===== src/iedc_pkg.sv =====
`default_nettype none
package iedc_pkg;

  // sizing of the block
  localparam int MAX_DIVISORS = 4;
  localparam int VALUE_WIDTH  = 32;
  localparam int COUNT_WIDTH  = 3;
  localparam int TOTAL_WIDTH  = VALUE_WIDTH + 2;
  localparam int MASK_WIDTH   = MAX_DIVISORS;
  localparam int NUM_WIDTH    = $clog2(MAX_DIVISORS + 1);
  localparam int SEL_WIDTH    = (MAX_DIVISORS > 1) ? $clog2(MAX_DIVISORS) : 1;
  localparam int CFG_IDX_WIDTH = $clog2(MAX_DIVISORS + 1);
  localparam int STEP_WIDTH   = $clog2(VALUE_WIDTH);

  // register map
  localparam logic [CFG_IDX_WIDTH-1:0] CFG_COUNT        = CFG_IDX_WIDTH'(0);
  localparam logic [CFG_IDX_WIDTH-1:0] CFG_DIVISOR_BASE = CFG_IDX_WIDTH'(1);

  // reset values of the registers
  localparam logic [COUNT_WIDTH-1:0] RESET_COUNT = COUNT_WIDTH'(3);

  // sequencer states
  typedef enum logic [2:0] {
    ST_IDLE,
    ST_SCAN,
    ST_MCHK,
    ST_DSTART,
    ST_DWAIT,
    ST_ACCUM,
    ST_FINISH
  } state_t;

  // divider status towards the sequencer
  typedef struct packed {
    logic busy;
    logic done;
  } div_status_t;

  // reset value of divisor register i
  function automatic logic [VALUE_WIDTH-1:0] reset_divisor(input int i);
    logic [VALUE_WIDTH-1:0] v;
    v = VALUE_WIDTH'(1);
    case (i)
      0: v = VALUE_WIDTH'(2);
      1: v = VALUE_WIDTH'(3);
      2: v = VALUE_WIDTH'(5);
      3: v = VALUE_WIDTH'(7);
      default: v = VALUE_WIDTH'(1);
    endcase
    return v;
  endfunction

endpackage
`default_nettype wire


===== src/iedc_mul.sv =====
`default_nettype none
module iedc_mul
  import iedc_pkg::*;
(
  input  wire logic                     clk,
  input  wire logic [VALUE_WIDTH-1:0]   a,
  input  wire logic [VALUE_WIDTH-1:0]   b,
  output logic      [2*VALUE_WIDTH-1:0] product
);

  // full-width product, registered
  always_ff @(posedge clk) begin
    product <= (2*VALUE_WIDTH)'(a) * (2*VALUE_WIDTH)'(b);
  end

endmodule
`default_nettype wire


===== src/iedc_div.sv =====
`default_nettype none
module iedc_div
  import iedc_pkg::*;
(
  input  wire logic                   clk,
  input  wire logic                   rst,
  input  wire logic                   start,
  input  wire logic [VALUE_WIDTH-1:0] dividend,
  input  wire logic [VALUE_WIDTH-1:0] divisor,
  output logic      [VALUE_WIDTH-1:0] quotient,
  output div_status_t                 status
);

  logic [VALUE_WIDTH-1:0] rem;
  logic [VALUE_WIDTH-1:0] quo;
  logic [STEP_WIDTH-1:0]  step;
  logic                   running;
  logic                   done;
  logic [VALUE_WIDTH:0]   trial;

  // trial subtraction of the shifted partial remainder
  assign trial = {rem, quo[VALUE_WIDTH-1]} - {1'b0, divisor};

  // control: one quotient bit per cycle
  always_ff @(posedge clk) begin
    if (rst) begin
      running <= 1'b0;
      done    <= 1'b0;
      step    <= '0;
    end else begin
      done <= 1'b0;
      if (start) begin
        running <= 1'b1;
        step    <= '0;
      end else if (running) begin
        step <= step + STEP_WIDTH'(1);
        if (step == STEP_WIDTH'(VALUE_WIDTH - 1)) begin
          running <= 1'b0;
          done    <= 1'b1;
        end
      end
    end
  end

  // restoring datapath
  always_ff @(posedge clk) begin
    if (start) begin
      rem <= '0;
      quo <= dividend;
    end else if (running) begin
      if (!trial[VALUE_WIDTH]) begin
        rem <= trial[VALUE_WIDTH-1:0];
        quo <= {quo[VALUE_WIDTH-2:0], 1'b1};
      end else begin
        rem <= {rem[VALUE_WIDTH-2:0], quo[VALUE_WIDTH-1]};
        quo <= {quo[VALUE_WIDTH-2:0], 1'b0};
      end
    end
  end

  assign quotient    = quo;
  assign status.busy = running;
  assign status.done = done;

endmodule
`default_nettype wire


===== src/inclusion_exclusion_divisible_count.sv =====
`default_nettype none
// per subset: each nonempty subset of the divisors in use is handled by a scan
// over every divisor in use, a product check per divisor in the subset, the end
// of the scan, the divider start, a wait for its done and the accumulate (an
// overshooting product skips the divider); busy stays high from start until
// done, start is taken only while idle, so no new item before done; the receiver
// cannot stall. synchronous reset restores divisors 2, 3, 5, 7, count three, idle.
module inclusion_exclusion_divisible_count
  import iedc_pkg::*;
(
  input  wire logic                     clk,
  input  wire logic                     rst,
  input  wire logic                     start,
  output logic                          busy,
  input  wire logic [VALUE_WIDTH-1:0]   limit,
  output logic                          done,
  output logic      [VALUE_WIDTH-1:0]   divisible_count,
  input  wire logic                     cfg_we,
  input  wire logic [CFG_IDX_WIDTH-1:0] cfg_index,
  input  wire logic [VALUE_WIDTH-1:0]   cfg_wdata
);

  state_t state, state_next;

  logic [COUNT_WIDTH-1:0] divisor_count;
  logic [VALUE_WIDTH-1:0] divisors [MAX_DIVISORS];

  logic [VALUE_WIDTH-1:0] limit_r;
  logic [MASK_WIDTH-1:0]  subset_mask;
  logic [NUM_WIDTH-1:0]   bit_idx;
  logic [VALUE_WIDTH-1:0] subset_product;
  logic                   sat;
  logic [TOTAL_WIDTH-1:0] running_total;

  logic [NUM_WIDTH-1:0]     active_n;
  logic [MASK_WIDTH:0]      last_wide;
  logic [MASK_WIDTH-1:0]    last_mask;
  logic [SEL_WIDTH-1:0]     sel;
  logic [VALUE_WIDTH-1:0]   div_raw;
  logic [VALUE_WIDTH-1:0]   div_eff;
  logic                     scan_end;
  logic                     bit_set;
  logic                     odd_subset;
  logic [VALUE_WIDTH-1:0]   add_val;
  logic [2*VALUE_WIDTH-1:0] mul_product;
  logic [VALUE_WIDTH-1:0]   div_quotient;
  div_status_t              div_status;
  logic                     div_start;

  // configuration registers
  always_ff @(posedge clk) begin
    if (rst) begin
      divisor_count <= RESET_COUNT;
      for (int i = 0; i < MAX_DIVISORS; i++) begin
        divisors[i] <= reset_divisor(i);
      end
    end else if (cfg_we) begin
      if (cfg_index == CFG_COUNT) begin
        divisor_count <= cfg_wdata[COUNT_WIDTH-1:0];
      end
      for (int i = 0; i < MAX_DIVISORS; i++) begin
        if (cfg_index == CFG_DIVISOR_BASE + CFG_IDX_WIDTH'(i)) begin
          divisors[i] <= cfg_wdata;
        end
      end
    end
  end

  // divisors in use, saturated, and the last subset mask
  always_comb begin
    if (32'(divisor_count) > 32'(MAX_DIVISORS)) begin
      active_n = NUM_WIDTH'(MAX_DIVISORS);
    end else begin
      active_n = NUM_WIDTH'(divisor_count);
    end
    last_wide = ((MASK_WIDTH+1)'(1) << active_n) - (MASK_WIDTH+1)'(1);
    last_mask = last_wide[MASK_WIDTH-1:0];
  end

  // current divisor under the scan pointer, zero read as one
  assign sel      = bit_idx[SEL_WIDTH-1:0];
  assign scan_end = (bit_idx == active_n);
  assign bit_set  = !scan_end && subset_mask[sel];
  assign div_raw  = divisors[sel];
  assign div_eff  = (div_raw == '0) ? VALUE_WIDTH'(1) : div_raw;

  // sign of the subset term and its magnitude
  assign odd_subset = $countones(subset_mask) % 2 == 1;
  assign add_val    = sat ? '0 : div_quotient;

  iedc_mul u_mul (
    .clk     (clk),
    .a       (subset_product),
    .b       (div_eff),
    .product (mul_product)
  );

  iedc_div u_div (
    .clk      (clk),
    .rst      (rst),
    .start    (div_start),
    .dividend (limit_r),
    .divisor  (subset_product),
    .quotient (div_quotient),
    .status   (div_status)
  );

  // next state
  always_comb begin
    state_next = state;
    case (state)
      ST_IDLE: begin
        if (start) begin
          state_next = (active_n == '0) ? ST_FINISH : ST_SCAN;
        end
      end
      ST_SCAN: begin
        if (scan_end) begin
          state_next = sat ? ST_ACCUM : ST_DSTART;
        end else if (bit_set && !sat) begin
          state_next = ST_MCHK;
        end
      end
      ST_MCHK:   state_next = ST_SCAN;
      ST_DSTART: state_next = ST_DWAIT;
      ST_DWAIT: begin
        if (div_status.done) begin
          state_next = ST_ACCUM;
        end
      end
      ST_ACCUM: begin
        state_next = (subset_mask == last_mask) ? ST_FINISH : ST_SCAN;
      end
      ST_FINISH: state_next = ST_IDLE;
      default:   state_next = ST_IDLE;
    endcase
  end

  // outputs of the sequencer
  always_comb begin
    busy      = 1'b1;
    done      = 1'b0;
    div_start = 1'b0;
    case (state)
      ST_IDLE:   busy      = 1'b0;
      ST_DSTART: div_start = 1'b1;
      ST_FINISH: done      = 1'b1;
      default: begin
        busy = 1'b1;
      end
    endcase
  end

  always_ff @(posedge clk) begin
    if (rst) begin
      state <= ST_IDLE;
    end else begin
      state <= state_next;
    end
  end

  // subset walk datapath
  always_ff @(posedge clk) begin
    if (rst) begin
      subset_mask    <= '0;
      running_total  <= '0;
      subset_product <= VALUE_WIDTH'(1);
      sat            <= 1'b0;
      bit_idx        <= '0;
    end else begin
      case (state)
        ST_IDLE: begin
          if (start) begin
            limit_r        <= limit;
            running_total  <= '0;
            subset_mask    <= MASK_WIDTH'(1);
            subset_product <= VALUE_WIDTH'(1);
            sat            <= 1'b0;
            bit_idx        <= '0;
          end
        end
        ST_SCAN: begin
          if (!scan_end && !(bit_set && !sat)) begin
            bit_idx <= bit_idx + NUM_WIDTH'(1);
          end
        end
        ST_MCHK: begin
          if (mul_product > (2*VALUE_WIDTH)'(limit_r)) begin
            sat <= 1'b1;
          end else begin
            subset_product <= mul_product[VALUE_WIDTH-1:0];
          end
          bit_idx <= bit_idx + NUM_WIDTH'(1);
        end
        ST_ACCUM: begin
          if (odd_subset) begin
            running_total <= running_total + TOTAL_WIDTH'(add_val);
          end else begin
            running_total <= running_total - TOTAL_WIDTH'(add_val);
          end
          if (subset_mask != last_mask) begin
            subset_mask    <= subset_mask + MASK_WIDTH'(1);
            subset_product <= VALUE_WIDTH'(1);
            sat            <= 1'b0;
            bit_idx        <= '0;
          end
        end
        default: begin
          sat <= sat;
        end
      endcase
    end
  end

  // result beat
  assign divisible_count = running_total[VALUE_WIDTH-1:0];

endmodule
`default_nettype wire

===== config.mk =====
export PLATFORM = sky130hd
export DESIGN_NAME = inclusion_exclusion_divisible_count
export DESIGN_NICKNAME = d
export VERILOG_FILES = /design/src/iedc_pkg.sv /design/src/iedc_mul.sv /design/src/iedc_div.sv /design/src/inclusion_exclusion_divisible_count.sv
export SDC_FILE = /design/constraint.sdc
export NUM_CORES = 2
export LEC_CHECK = 0
export BUFFER_PORTS_ARGS = -buffer_cell sky130_fd_sc_hd__buf_2
export CAP_MARGIN = 20
export CORE_MARGIN = 2
export CORE_UTILIZATION = 41
export DETAILED_ROUTE_END_ITERATION = 8
export GPL_ROUTABILITY_DRIVEN = 0
export GPL_TIMING_DRIVEN = 0
export SLEW_MARGIN = 20
export SYNTH_ARGS = -nofsm -noshare
export SYNTH_HDL_FRONTEND = slang
export SYNTH_SLANG_ARGS = --single-unit

===== constraint.sdc =====
create_clock -name clk -period 9.8 [get_ports clk]
set_clock_uncertainty 0.15 [all_clocks]
set_input_delay 0 -clock clk [delete_from_list [all_inputs] [get_ports clk]]
set_output_delay 0 -clock clk [all_outputs]
set_load 0.05 [all_outputs]

==> flow_summary.json <==
{
  "rows": 130,
  "h-tree-depth": 2,
  "fp.dieW_um": 360,
  "syn_nets": 6763,
  "dp_hpwl_mm": 148,
  "num_vias": 40853,
  "whs_endpoint": "divisors[0][16]$_SDFFCE_PN0P_",
  "path_class": "register to register",
  "grt_setup_unrepaired": "true",
  "grt_pass1_vias": 41987,
  "antenna_found_initial": 24,
  "yosysMostFrequentCell": "inv_1",
  "synth_area_um2": 52000,
  "critPathMaxFanout": 10,
  "cts.path.max_buffers": 3,
  "drt-pass1-iter-count": 6,
  "cp.required_ps": 10090,
  "fmax_mhz": 103,
  "crit_path_start_kind": "register",
  "worstSetupEndpointType": "register",
  "critPathTopFamily": "adder cells",
  "leakage_nw": 26.9,
  "reg2reg_slack_ps": 60,
  "min_period_ps": 9740,
  "whs_path_depth": 3,
  "io_buffers": 104,
  "drv_cap": 0,
  "async_flop_share_pct": 0,
  "min_from": "cfg_wdata[16]",
  "fin_util_pct": 45.7,
  "synth_area_leader_cell": "fa_1",
  "grt.overflow.total": 0,
  "syn_inst": 5431,
  "viasPerCell": 5.52,
  "grt_pass1_wl_mm": 274,
  "synth-seq-cells": 375,
  "synth_area_per_cell_um2": 9.57,
  "reg2reg_depth": 28,
  "wire_per_inst_um": 25.0,
  "period_share_pct": 99.4,
  "path_clk_slew_ps": 60,
  "synth_edf_count": 192,
  "pwr_density_cell_nw_per_um2": 176,
  "synth_cell_type_count": 73,
  "cpMaxStageDelayCell": "mux4_2",
  "cts_tree": "built",
  "clock_sinks": 375,
  "synthFlopType": "edfxtp_1",
  "irDropWorstVdd_mv": 0.129,
  "grt.total_usage_pct": 28.7,
  "fin_nets": 7039,
  "crit_path_frequent_cell": "fa_1",
  "synth_top_cell_area_share_pct": 34.6,
  "worstPathArrival_ps": 10030,
  "yosysWarnings": 0,
  "die_y_um": 360,
  "outcome": "finished clean",
  "hold_class": "primary input to register",
  "drtIter0Drc": 3699,
  "setup_tns_ps": 0,
  "slew_viol_final": 0,
  "pin_count": 105,
  "synth_common_cells": "inv_1 (965), fa_1 (898), and2_1 (745), nand2_1 (550), ha_1 (363)",
  "drc": 0,
  "ant_nets": 0,
  "grt_max_degree": 33,
  "die_area_um2": 130000,
  "rr_endpoint": "u_mul.product[61]$_DFF_P_",
  "yosysSeqAreaShare_pct": 18.1,
  "drive_above_1_share_pct": 5.89,
  "cts_buffers": 41,
  "critPathBufInv": 7,
  "synth_area_leaders": "fa_1 (35%), edfxtp_1 (11%), and2_1 (9.0%)",
  "syn2layout_area_growth_pct": 10.6,
  "clock_latency_ps": 590,
  "hold_viol": 0,
  "cpPeakStageDelay_ps": 700,
  "core_area_um2": 126000,
  "cts_root_buffer": "clkbuf_16",
  "maxSlewHeadroom_pct": 15.6,
  "worst_slew_pin_slew_ps": 1270,
  "setup_viol": 0,
  "wl_mm": 185,
  "start_util_pct": 41.3
}
==> cell type report <==
| type | instances | area (um^2) |
|---|---|---|
| inverter | 965 | 3620 |
| timing repair buffer | 237 | 1890 |
| sequential | 375 | 9430 |
| tap | 1650 | 2060 |
| multi-input combinational | 3799 | 37900 |
| clock inverter | 23 | 224 |
| fill | 12132 | 68300 |
| clock buffer | 52 | 1110 |
| antenna | 13 | 32.5 |
| buffer | 288 | 1220 |
==> sequential cells by signal, summed over array words and instances (netlist names), named ones only <==
| name | flops |
|---|---|
| state | 3 |
| limit_r | 32 |
| u_div.quotient | 32 |
| divisor_count | 3 |
| divisors | 128 |
| u_div.running | 1 |
| subset_product | 32 |
| running_total | 32 |
| u_div.done | 1 |
| bit_idx | 3 |
| u_mul.product | 64 |
| sat | 1 |
| u_div.rem | 32 |
| u_div.step | 5 |
| subset_mask | 4 |
==> report_power, final <==
part           internal [mW]  switching (mW)  leakage, nW
sequential              1.93           0.220         3.33
combinational           2.13            4.26         23.0
clock                  0.890           0.687        0.647
==> per-layer routing <==
metal	up-vias	global-route usage (%)	wire (um)	part of all wire, %
li1	17590	-	-	-
met1	20606	36.8	71500	39
met2	2103	44.0	81300	44
met3	552	6.28	17700	9.6
met4	2	18.4	14500	7.9
met5	-	0	10	0.0054
==> worst max-delay path by stage <==
stage / slack [ps] / startpoint / to / cells after the start
after floorplan: 1070 / register / u_mul.product[61]$_DFF_P_ / 25
after global placement: -1910 / register / u_mul.product[61]$_DFF_P_ / 26
after detailed placement: -1240 / register / u_mul.product[61]$_DFF_P_ / 27
after CTS: 8 / register / u_mul.product[61]$_DFF_P_ / 28
after global routing: -3 / register / u_mul.product[61]$_DFF_P_ / 28
final: 60 / register / u_mul.product[61]$_DFF_P_ / 28
==> worst min-delay path, delay by kind of cell <==
kind / cells / cell delay, ps
AND/OR/NAND/NOR: 1 / 110
buffers and inverters: 2 / 640
==> metrics by stage <==
| stage | power [mW] | cell area [um^2] | instances | setup slack, ps | hold slack [ps] |
|---|---|---|---|---|---|
| after floorplan | 5.84 | 52000 | 5431 | 1070 | -51.1 |
| final | 10.1 | 57500 | 7402 | 60.9 | 117 |
| after global routing | 10.6 | 57500 | 7391 | -3.25 | 129 |
| after global placement | 8.16 | 54500 | 7185 | -1910 | 25.9 |
| after CTS | 9.95 | 57300 | 7386 | 7.51 | 86.6 |
| after detailed placement | 8.21 | 54600 | 7188 | -1240 | 28.1 |
==> layout by cell type, fill, tap and decap left out, drive strengths merged, types with 148 or more instances in the layout <==
cell type,synthesis,routed
o21ai,148,148
a21oi,190,190
fa,898,898
dfxtp,183,183
and2,745,745
ha,363,363
buf,16,150
nand2,551,551
edfxtp,192,192
inv,965,970
clkbuf,276,318
==> cells by family after synthesis <==
| family | count (synthesis) | synth area share, % |
|---|---|---|
| XOR/XNOR | 147 | 2.49 |
| buffers and inverters | 1257 | 9.12 |
| multiplexers | 67 | 2.09 |
| adder cells (fa/ha/maj) | 1261 | 43.3 |
| AND/OR/NAND/NOR | 1678 | 16.8 |
| flip-flops | 375 | 18.1 |
| AO/OA/AOI/OAI | 646 | 8.01 |
==> repair_timing <==
| item | CTS | global route |
|---|---|---|
| endpoints found under the setup margin | 32 | 14 |
| resized for setup | 75 | 35 |
| hold buffers | 109 | 0 |
| setup buffers | 16 | 3 |
| hold endpoints to repair | 181 | 0 |
| gates cloned | 0 | 0 |
| pin swaps | 2 | 1 |
No activity file was read; power rests on OpenSTA's default activity.
